## config.mk

```make
export PLATFORM = sky130hd
export DESIGN_NAME = qry_cell
export DESIGN_NICKNAME = d
export VERILOG_FILES = /design/src/hw/rtl/qry_pkg.sv /design/src/hw/rtl/qry_cell.sv
export SDC_FILE = /design/constraint.sdc
export NUM_CORES = 1
export LEC_CHECK = 0
export BUFFER_PORTS_ARGS = -buffer_cell sky130_fd_sc_hd__buf_4
export CAP_MARGIN = 0
export CORE_UTILIZATION = 45
export CTS_BUF_LIST = sky130_fd_sc_hd__clkbuf_2
export DETAILED_ROUTE_END_ITERATION = 7
export HOLD_SLACK_MARGIN = 0.03
export PLACE_DENSITY = 0.7
export SLEW_MARGIN = 40
export SYNTH_ARGS = -nofsm -noshare
export SYNTH_HDL_FRONTEND = slang
export SYNTH_SLANG_ARGS = --single-unit
```

## constraint.sdc

```tcl
create_clock -name clock -period 3.9 [get_ports clock]
set_input_delay 0 -clock clock [delete_from_list [all_inputs] [get_ports clock]]
set_output_delay 0 -clock clock [all_outputs]
set_load 0.01 [all_outputs]
```

## src/hw/rtl/qry_pkg.sv

```systemverilog
`default_nettype none
package qry_pkg;

   // Q1.14 working width of each component
   localparam int unsigned QW = 16;
   // difference components, Q2.28 plus headroom
   localparam int unsigned DW = 34;
   // CORDIC datapath width
   localparam int unsigned CW = 64;
   // angle accumulator, 2^-16 degree
   localparam int unsigned ZW = 32;
   localparam int unsigned MAX_STAGES = 32;

   localparam logic signed [ZW-1:0] Z_QUARTER = 32'sd5898240;

   // atan(2^-s) in degrees times 65536, rounded
   function automatic logic signed [ZW-1:0] atan_lut(input logic [4:0] s);
      logic signed [ZW-1:0] r;
      unique case (s)
         5'd0: r = 32'sd2949120;
         5'd1: r = 32'sd1740967;
         5'd2: r = 32'sd919879;
         5'd3: r = 32'sd466945;
         5'd4: r = 32'sd234379;
         5'd5: r = 32'sd117304;
         5'd6: r = 32'sd58666;
         5'd7: r = 32'sd29335;
         5'd8: r = 32'sd14668;
         5'd9: r = 32'sd7334;
         5'd10: r = 32'sd3667;
         5'd11: r = 32'sd1833;
         5'd12: r = 32'sd917;
         5'd13: r = 32'sd458;
         5'd14: r = 32'sd229;
         5'd15: r = 32'sd115;
         5'd16: r = 32'sd57;
         5'd17: r = 32'sd29;
         5'd18: r = 32'sd14;
         5'd19: r = 32'sd7;
         5'd20: r = 32'sd4;
         5'd21: r = 32'sd2;
         5'd22: r = 32'sd1;
         default: r = '0;
      endcase
      return r;
   endfunction

   // payload travelling along the CORDIC chain
   typedef struct packed {
      logic signed [CW-1:0] x;
      logic signed [CW-1:0] y;
      logic signed [ZW-1:0] z;
      logic                 num_zero;
      logic                 den_neg;
      logic                 degenerate;
   } cell_type;

endpackage
`default_nettype wire

```

## src/hw/rtl/qry_cell.sv

```systemverilog
`default_nettype none
// One vectoring CORDIC cell: a single micro-rotation, registered.
module qry_cell #(
   parameter int unsigned SHIFT = 0
) (
   input  wire logic               clock,
   input  wire logic               reset,
   input  wire logic               adv,
   input  wire logic               in_valid,
   input  wire qry_pkg::cell_type  in_data,
   output logic                    out_valid,
   output qry_pkg::cell_type       out_data
);
   logic               valid_ff;
   qry_pkg::cell_type  data_ff, data_in;
   logic signed [qry_pkg::CW-1:0] xs, ys;

   // rotate toward the x axis
   always_comb begin
      xs = in_data.x >>> SHIFT;
      ys = in_data.y >>> SHIFT;
      data_in = in_data;
      if (in_data.y > 0) begin
         data_in.x = in_data.x + ys;
         data_in.y = in_data.y - xs;
         data_in.z = in_data.z + qry_pkg::atan_lut(5'(SHIFT));
      end else begin
         data_in.x = in_data.x - ys;
         data_in.y = in_data.y + xs;
         data_in.z = in_data.z - qry_pkg::atan_lut(5'(SHIFT));
      end
   end

   always_ff @(posedge clock) begin
      if (reset) begin
         valid_ff <= 1'b0;
      end else if (adv) begin
         valid_ff <= in_valid;
      end
      if (adv) begin
         data_ff <= data_in;
      end
   end

   assign out_valid = valid_ff;
   assign out_data  = data_ff;
endmodule
`default_nettype wire

```

Yosys cells after proc, flatten, opt, wreduce, memory -nomap -nowiden. Cells that the tools add are included.

Bits in registers: 164. Latch bits: 0. Bits in writable memories: 0. Memory bits (read-only): 0. Bits of input ports: 167. Output and inout bits: 164. Logic and storage cells: 14. Memories: 0.

Add/sub/neg operators: 5. Multiply operators: 0. Divide/modulo/power cells: 0. Order comparisons: 1. Equality and inequality tests: 0. Shift-type cells: 0. Multiplexer cells: 1. Bitwise gates (word level): 0. Reduce and logical (&&, ||, !) cells: 0.

Operator list (number): 160-bit 2-to-1 mux (1); 64-bit subtractor (2); 64-bit adder (1); 64-bit by 1-bit greater-than comparator with 1-bit output, second input constant (1); 32-bit by 23-bit adder with 32-bit output, second input constant (1); 32-bit by 23-bit subtractor with 32-bit output, second input constant (1).

Longest topological paths before layout. Gate-level depths: netlist (run 1).

Word-level depth: 2. Depth in mapped cells: 20.

Worst setup path before layout (run 1). OpenSTA, ideal clock, no wires.

Path kind: input-to-reg. Start: input in_data[47] (netlist bit). End: register data_ff, in the netlist out_data[34] (data pin). Arrival time: 3.678 ns. Data required time: 3.640 ns. Slack: -0.038 ns. Cell stages on the path: 19. Buffers on the path: 3. Cells stage by stage: nor4_1 > nand4_1 > nor4_1 > or2_2 > clkbuf_1 > clkbuf_1 > buf_1 > ha_1 > a21o_1 > a21oi_1 > o21ai_0 > a211oi_1 > o31ai_1 > o211a_1 > o21a_1 > nor2_1 > o21bai_1 > a21oi_1 > xnor2_1.

RTL lines: start, declared (RTL line qry_cell.sv:10) `input wire qry_pkg::cell_type in_data,`; end signal, assigned (RTL line qry_cell.sv:41) `data_ff <= data_in;`; end, declared (RTL line qry_cell.sv:15) `qry_pkg::cell_type data_ff, data_in;`.

==> flow_summary.toml, run 1 <==
[route]
viasPerCell = 5.84
wl_per_cell_um = 21.8
num_vias = 20500
routed_wl_mm = 76.8
firstDrtPassIters = 6
drt_iter0_markers = 1965
drc_errors = 0
ant_nets = 0

[power]
comb_power_share_pct = 54.0
clockPowerShare_pct = 14.2
max-vdd-ir-drop_uv = 188
internal-power_mw = 4.50
power.density_nw_per_um2 = 288
swShare_pct = 40.5
seqPwrFrac_pct = 31.8
p_total_mw = 7.56
p_switching_mw = 3.06
p_leak_nw = 11.5

[yosys]
synth_top_family_by_area = "compound AO/OA/AOI/OAI gates"
synth_edf_count = 162
synth_fa_ha_area_share_pct = 14.8
synthSimpleGateAreaFrac_pct = 15.0
ys_async_sr_fraction_pct = 0
ys_types = 98
yosys_warnings = 0
syn_avg_cell_area_sq_um = 8.21
synth_xor_area_share_pct = 6.83
synth_compound_area_share_pct = 27.5
synth_nets = 2529
ys_seq_elements = 163
synthFlopType = "edfxtp_1"
synthMuxAreaShare_pct = 1.64
syn_inst = 2155
netlist_area_sq_um = 17700
ys_seq_area_share_pct = 27.6

[clock_network]
root_buffer = "clkbuf_2"
clk_pin_slew_worst_paths_ns = 0.33
clk_latency_ns = 0.96
cts_max_path_buffers = 2
tritoncts = "done"
htreeDepth = 4
cts_made_buffers = 17
clock-sinks = 163

[floorplanning]
rows = 72
fp.dieW_um = 200
initial_core_util_pct = 45.7
coreArea_sq_um = 38700
io_pins = 331
dieArea_sq_um = 40100
die_y_um = 200

[status]
status = "finished, violations left"
violations = "setup timing"

[sta]
timing.final.ws_setup_ns = -0.256
tightestPinTransition_ns = 0.813
hold_violations = 0
grt_setup_unrepaired = "true"
max_slew_margin_pct = 45.8
setup_viol_count_final = 3
finalClockSkew_ns = 0
finalMaxSlewViolations = 0
fin_crit_sh_pct = 107
clock.fmax_mhz = 241
fin_crit_ns = 4.16

[worst_setup_path]
worst-path-max-fanout = 3
arrival_ns = 4.97
startpoint_type = "input port"
required_ns = 4.71
crit_type = "input port to flip-flop"
crit_path_end_kind = "flip-flop"

[grt]
grt_pass1_wl_mm = 117
gr-usage-all-layers_pct = 37.3
grt_pass1_vias = 20400
grt_antenna_before_repair = 2
grt-ovfl-total = 0
grt_max_degree = 130

[placed_design]
dpl.hpwl_mm = 55.7
portBuffers = 330
globalplace.congestion = 0.971

[hold_path]
hold_path_class = "input port to flip-flop"

[layout]
drive_gt1_share_pct = 22.2
syn_to_final_growth_pct = 48.2
final_nets = 3361
fin_util_pct = 67.7

[job]
drv_cap = 0
## final cells by class
class	count	area, sq um
flip-flops and latches	163	4880
fillers	3144	12500
repair buffers	899	7730
inverters	208	782
diodes	2	5.00
multi-input cells	1698	11900
clock buffers	17	85.1
well taps	518	648
clock inverters	15	180
## critical path, cell delays in order
cell	delay (ns)
buf_4	0.11
nor4_1	0.31
buf_4	0.19
nand4_1	0.26
nor4_2	0.30
buf_4	0.16
or2_4	0.11
clkinv_2	0.06
ha_1	0.29
buf_4	0.14
dlygate4sd3_1	0.59
a21oi_1	0.21
o21ai_1	0.15
a211oi_2	0.34
o31ai_2	0.16
o211a_1	0.26
o21a_1	0.19
nor2_1	0.18
o21bai_1	0.11
a21oi_1	0.18
xnor2_1	0.09
dlygate4sd3_1	0.56
## logic make-up (layout without fill, tap and decap cells)
group / count (synthesis) / in the layout
compound gates: 765 / 765
xor+xnor: 138 / 138
fa+ha+maj: 207 / 207
buf+inv: 294 / 1139
flops: 163 / 163
mux: 29 / 29
other cells: 0 / 2
simple gates: 559 / 559
## power groups by stage
stage	clock network [mW]	registers [mW]	logic (mW)
2_1_floorplan	0	2.57	1.66
3_3_place_gp	0	2.43	3.28
3_5_place_dp	0	2.43	3.29
4_1_cts	1.08	2.39	3.86
5_1_grt	1.15	2.43	4.32
6_report	1.07	2.40	4.08
## cell usage after synthesis (all sizes together), types with 7 or more instances
cell type	instances	area, sq um
a21boi	12	90.1
xor2	11	96.3
o211ai	14	110
o21a	24	180
xnor2	127	1110
a21o	35	263
a211oi	21	168
or2	8	50.1
edfxtp	162	4860
o31ai	29	241
a31oi	16	121
ha	203	2540
nor4	41	278
mux2i	29	290
nor2	196	741
nor3	45	235
nand3	19	100
clkbuf	42	158
nand2	146	553
a21oi	316	1630
o21bai	63	473
buf	44	225
o21ai	156	792
nand2b	18	113
nand4	36	231
inv	203	762
and2	7	43.8
nor2b	14	87.6
o221ai	7	78.8
## routing by layer
| metal | global-route usage (%) | up-vias | share of wire, % |
|---|---|---|---|
| met5 | 0 | - | 0 |
| met4 | 16.8 | 0 | 4.7 |
| met3 | 6.18 | 232 | 8.2 |
| met2 | 62.7 | 1162 | 47 |
| met1 | 46.8 | 9728 | 40 |
| li1 | - | 9421 | - |
## layout by cell type, fill, tap and decap left out, types with 16 or more instances in the layout
master,synthesis,layout
mux2i_1,29,29
o21a_1,24,24
a21o_1,35,35
nand2_1,144,144
nor4_1,39,37
edfxtp_1,162,162
o21ai_0,138,129
nand2b_1,18,18
inv_1,196,196
xnor2_1,127,127
buf_4,5,522
ha_1,203,189
a21oi_1,308,300
dlygate4sd3_1,0,371
nor2_1,194,189
a211oi_1,19,16
nand4_1,35,35
o31ai_1,26,25
clkbuf_2,0,17
o21bai_1,63,63
nor3_1,43,39
o21ai_1,15,23
nand3_1,18,18
## metrics by stage
stage | instance area (sq um) | std cells | hold WS [ns] | worst slack, ns | setup TNS, ns
2_1_floorplan | 17700 | 2155 | 0.0724 | 0.0899 | 0
3_3_place_gp | 21900 | 3104 | 0.158 | -0.0217 | -0.0295
3_5_place_dp | 21900 | 3104 | 0.161 | -0.127 | -0.171
4_1_cts | 25900 | 3509 | 0.0306 | 0.00984 | 0
5_1_grt | 26200 | 3520 | 0.113 | -0.323 | -0.431
6_report | 26200 | 3520 | 0.160 | -0.256 | -0.347
## timing repair
| action | in CTS | in global routing |
|---|---|---|
| hold buffers | 373 | 0 |
| endpoints found under the setup margin | 0 | 20 |
| endpoints found under the hold margin | 324 | 0 |
| resized for setup | 0 | 70 |
| setup buffers | 0 | 10 |
## sequential cells by signal (all words and copies together) (netlist names)
signal and flops:
out_data 162, out_valid 1
## final timing paths
| path | from | end | slack (ns) | cells past startpoint |
|---|---|---|---|---|
| worst min register to register | out_valid | out_valid | 1.19 | 3 |
| worst min-delay path | in_data[87] | out_data[152] | 0.16 | 9 |
| worst max-delay path | in_data[53] | out_data[34] | -0.26 | 22 |
| worst max register to register | out_valid | out_valid | 2.64 | 3 |
(Power assumes the default switching activity.)
==> inputs of run 2 (changes only) <==
Settings changed: PLACE_DENSITY 0.7 to 0.68.
Clock period 3.9 ns to 4.8 ns, I/O delays scaled along.
==> flow_summary.toml, run 2 (same netlist as run 1, synthesis figures left out) <==
[layout]
mostFrequentLayoutCells = "dlygate4sd3_1, buf_4, a21oi_1, ha_1, inv_1"
largest_register_ffs = 162
final_nets = 3270
fin_util_pct = 65.8
syn_to_final_growth_pct = 44.2
mostFrequentLayoutCell = "dlygate4sd3_1"
drive_gt1_share_pct = 16.5
stdcell_area_sq_um = 25500

[floorplanning]
io_pins = 331
rows = 72
die_y_um = 200
coreArea_sq_um = 38700
fp.dieW_um = 200
dieArea_sq_um = 40100
initial_core_util_pct = 45.7

[worst_setup_path]
cpPeakStageDelay_ns = 0.70
r2r_setup_slack_ns = 3.48
startpoint_type = "input port"
cpMaxStageDelayCell = "a2111oi_2"
arrival_ns = 5.61
crit_path_end_kind = "flip-flop"
required_ns = 5.61
worst-path-max-fanout = 13
crit_path_frequent_cell = "dlygate4sd3_1"
crit_type = "input port to flip-flop"
cp_cell_sequence = "dlygate4sd3_1, buf_4, ha_1, dlygate4sd3_1, buf_4, nand2_2, or3_1, a2111oi_2, nor3_2, o211a_1, o21ai_2, a211o_1, nor2_1, a21oi_1, dlygate4sd3_1, xnor2_1, dlygate4sd3_1"

[placed_design]
globalplace.congestion = 1.01
place_area_sq_um = 20700
portBuffers = 330
dpl.hpwl_mm = 56.1

[route]
drc_errors = 0
num_vias = 20300
routed_wl_mm = 77.6
viasPerCell = 5.91
wl_per_cell_um = 22.6
ant_nets = 0
drt_iter0_markers = 2234
firstDrtPassIters = 8

[clock_network]
clock-sinks = 163
clk_pin_slew_worst_paths_ns = 0.30
cts_max_path_buffers = 2
htreeDepth = 4
root_buffer = "clkbuf_2"
cts_made_buffers = 17
clk_latency_ns = 1.00
tritoncts = "done"

[grt]
grt_antenna_before_repair = 2
gr-usage-all-layers_pct = 37.8
grt-ovfl-total = 0
grt_max_degree = 80
grt_pass1_vias = 20100
grt_pass1_wl_mm = 117

[power]
p_leak_nw = 11.0
max-vdd-ir-drop_uv = 156
power.density_nw_per_um2 = 237

[sta]
fin_crit_ns = 4.80
hold_violations = 0
setup_viol_count_final = 2
max_slew_margin_pct = 39.4
tightestPinTransition_ns = 0.900
finalMaxSlewViolations = 0
fin_crit_sh_pct = 100
whs_ns = 0.147
finalClockSkew_ns = 0
timing.final.ws_setup_ns = -0.00188
clock.fmax_mhz = 208

[hold_path]
hold_path_class = "input port to flip-flop"

[status]
status = "finished, violations left"
violations = "setup timing"

[job]
drv_cap = 0
run 2: cell types whose count changed in the layout (fill, tap and decap cells not counted), moves of 4 or more:
cell           delta
ha_1             +13
a21oi_2           -6
a21oi_1           +8
o21ai_0           +8
nor4_1            -5
o21ai_1           -8
nor2_1            +4
nor3_1            +4
nor4_2            +4
ha_2             -12
clkinv_8          +5
buf_4           -151
dlygate4sd3_1    +61
run 2: where the power goes:
| group | internal [mW] | leakage (nW) | switching, mW | total (mW) |
|---|---|---|---|---|
| Clock | 0.185 | 0.154 | 0.664 | 0.849 |
| Combinational | 1.50 | 9.26 | 1.75 | 3.25 |
| Sequential | 1.87 | 1.59 | 0.0839 | 1.96 |
run 2: cell type report:
class	count	area (sq um)
clock buffer	17	85.1
antenna	2	5.00
sequential	163	4880
timing repair buffer	808	7160
inverter	208	782
clock inverter	15	190
multi-input combinational	1698	11700
fill	3298	13200
tap	518	648
run 2: stage by stage:
| step | setup slack [ns] | instances | total power [mW] | setup TNS [ns] |
|---|---|---|---|---|
| CTS | 0.0169 | 3415 | 5.91 | 0 |
| floorplan | 0.862 | 2155 | 3.44 | 0 |
| detailed placement | 0.641 | 2947 | 4.52 | 0 |
| global route | -0.00517 | 3429 | 6.32 | -0.00517 |
| global placement | 0.739 | 2947 | 4.52 | 0 |
| finish | -0.00188 | 3429 | 6.05 | -0.00309 |
run 2: final timing paths:
kind	cells past startpoint	from	end
worst max register to register	3	out_valid	out_valid
worst min-delay path	8	in_data[46]	out_data[112]
worst max-delay path	17	in_data[125]	out_data[88]
worst min register to register	3	out_valid	out_valid
run 2: worst max-delay path, delay by kind of cell:
kind | cells | cell delay [ns]
xor+xnor | 1 | 0.06
buf+inv | 6 | 2.61
simple gates | 4 | 0.89
fa+ha+maj | 1 | 0.26
compound gates | 5 | 1.76
run 2: timing repair:
item                                   CTS  global route
hold buffers                           436             0
setup endpoints to repair                0             9
endpoints found under the hold margin  325             0
resized for setup                        0            18
buffers inserted                         0            14
run 2: metal layers:
metal  wire length, um  up-vias  part of all wire [%]  global-route usage (%)
met5                 0        -                     0                       0
met3              6510      194                   8.4                    6.70
met1             31400     9711                    41                    48.2
met4              2900        0                   3.7                    15.0
met2             36700     1129                    47                    63.3
li1                  -     9241                     -                       -
==> inputs of run 3 (changes only) <==
Settings changed: CTS_BUF_LIST sky130_fd_sc_hd__clkbuf_2 to sky130_fd_sc_hd__clkbuf_8.
==> flow_summary.toml, run 3 (same netlist as run 1, synthesis figures left out) <==
[power]
power.density_nw_per_um2 = 263
p_leak_nw = 9.33
max-vdd-ir-drop_uv = 206
swShare_pct = 41.4
internal-power_mw = 3.32
comb_power_share_pct = 46.6
seqPwrFrac_pct = 34.4
clockPowerShare_pct = 19.0
p_total_mw = 5.67
p_switching_mw = 2.35

[worst_setup_path]
worst-path-max-fanout = 6
crit_start = "in_data[36]"
r2r_end = "out_valid"
required_ns = 5.11
crit_type = "input port to flip-flop"
startpoint_type = "input port"
cpPeakStageDelay_ns = 0.55
arrival_ns = 4.58
reg2reg_depth = 3
crit_path_frequent_cell = "buf_4"
rr_startpoint = "out_valid"
r2r_setup_slack_ns = 3.56
cpMaxStageDelayCell = "dlygate4sd3_1"
crit_path_end_kind = "flip-flop"
crit_end = "out_data[34]"
cp_cell_sequence = "dlygate4sd3_1, buf_4, nor4_1, buf_4, nand4_1, buf_4, nor4_1, or2_4, clkinv_2, ha_1, a21oi_1, o21ai_0, a211oi_1, o31ai_1, o211a_1, o21a_1, nor2_1, o21bai_1, a21oi_1, xnor2_1, dlygate4sd3_1"

[floorplanning]
dieArea_sq_um = 40100
coreArea_sq_um = 38700
io_pins = 331
fp.dieW_um = 200
die_y_um = 200
initial_core_util_pct = 45.7
rows = 72

[placed_design]
dp_slack_ns = 0.641
dpl.hpwl_mm = 56.1
globalplace.congestion = 1.01
portBuffers = 330

[route]
drc_errors = 0
routed_wl_mm = 69.6
drt_iter0_markers = 1746
viasPerCell = 6.00
num_vias = 18200
firstDrtPassIters = 6
wl_per_cell_um = 23.0
ant_nets = 0

[layout]
mostFrequentLayoutCell = "buf_4"
drive_gt1_share_pct = 18.0
fin_util_pct = 55.7
mostFrequentLayoutCells = "buf_4, a21oi_1, ha_1, inv_1, nor2_1"
largest_register_ffs = 162
final_nets = 2871
syn_to_final_growth_pct = 22.1
antenna_cells = 0

[sta]
clock.fmax_mhz = 234
finalMaxSlewViolations = 0
max_slew_margin_pct = 40.3
whs_ns = 0.0998
grt_setup_unrepaired = "false"
tns_ns = 0
hold_violations = 0
fin_crit_ns = 4.27
timing.final.ws_setup_ns = 0.530
tightestPinTransition_ns = 0.887
setup_viol_count_final = 0
fin_crit_sh_pct = 89.0
finalClockSkew_ns = 0

[clock_network]
clk_latency_ns = 0.56
root_buffer = "clkbuf_8"
htreeDepth = 4
tritoncts = "done"
clock-sinks = 163
clk_pin_slew_worst_paths_ns = 0.10
cts_made_buffers = 17
cts_max_path_buffers = 2
post_cts_buffers = 0

[grt]
grt_pass1_vias = 17700
grt_antenna_before_repair = 0
grt_max_degree = 84
gr-usage-all-layers_pct = 34.2
grt-ovfl-total = 0
grt_pass1_wl_mm = 106

[status]
status = "finished clean"

[hold_path]
hold_path_class = "input port to flip-flop"

[job]
drv_cap = 0
[run 3: cell types whose count changed in the layout (fill, tap and decap cells not counted), sizes merged]
| cell | previous run | this run |
|---|---|---|
| buf | 375 | 360 |
| diode | 2 | 0 |
| dlygate4sd3 | 432 | 49 |
| dlymetal6s4s | 1 | 0 |
[run 3: final cells by class]
type / instances / area (sq um)
inverter: 208 / 782
sequential: 163 / 4880
fill: 3662 / 17100
clock inverter: 15 / 190
tap: 518 / 648
clock buffer: 17 / 234
multi-input combinational: 1698 / 11700
timing repair buffer: 409 / 3200
[run 3: how the worst min path moves through the flow]
stage,slack (ns),startpoint,cells after the start,endpoint
after global routing,0.13,in_data[161],3,out_data[161]
final,0.1,in_data[161],3,out_data[161]
after global placement,0.16,reset,2,out_valid
after detailed placement,0.17,reset,2,out_valid
after floorplan,0.07,reset,1,out_valid
after CTS,0.08,in_data[161],3,out_data[161]
[run 3: worst max-delay path: cells and delay by family]
family / cells / cell delay [ns]
and+or+nand+nor: 5 / 0.94
adders and majority gates: 1 / 0.31
xor gates and xnor gates: 1 / 0.08
buffers and inverters: 6 / 1.70
AOI/OAI and AO/OA: 8 / 1.53
[run 3: layer usage]
| metal | share of wire, % | global-route usage [%] | vias to the layer above |
|---|---|---|---|
| li1 | - | - | 8466 |
| met1 | 43 | 45.5 | 8672 |
| met2 | 46 | 55.1 | 885 |
| met3 | 8.1 | 6.07 | 133 |
| met4 | 3.5 | 13.3 | 0 |
| met5 | 0 | 0 | - |
[run 3: power by group through the flow]
stage	clock network, mW	registers (mW)	logic, mW
6_report	1.08	1.95	2.64
5_1_grt	1.14	1.98	2.83
4_1_cts	1.09	1.95	2.60
3_5_place_dp	0	1.98	2.54
3_3_place_gp	0	1.98	2.54
2_1_floorplan	0	2.09	1.35
[run 3: stage by stage]
stage / std cells / area, sq um
6_report: 3028 / 21600
5_1_grt: 3028 / 21600
4_1_cts: 3028 / 21600
3_5_place_dp: 2947 / 20700
3_3_place_gp: 2947 / 20700
2_1_floorplan: 2155 / 17700
[run 3: timing repair]
item / in CTS / in global routing
hold buffers: 49 / 0
resized for setup: 0 / 0
endpoints found under the hold margin: 114 / 0
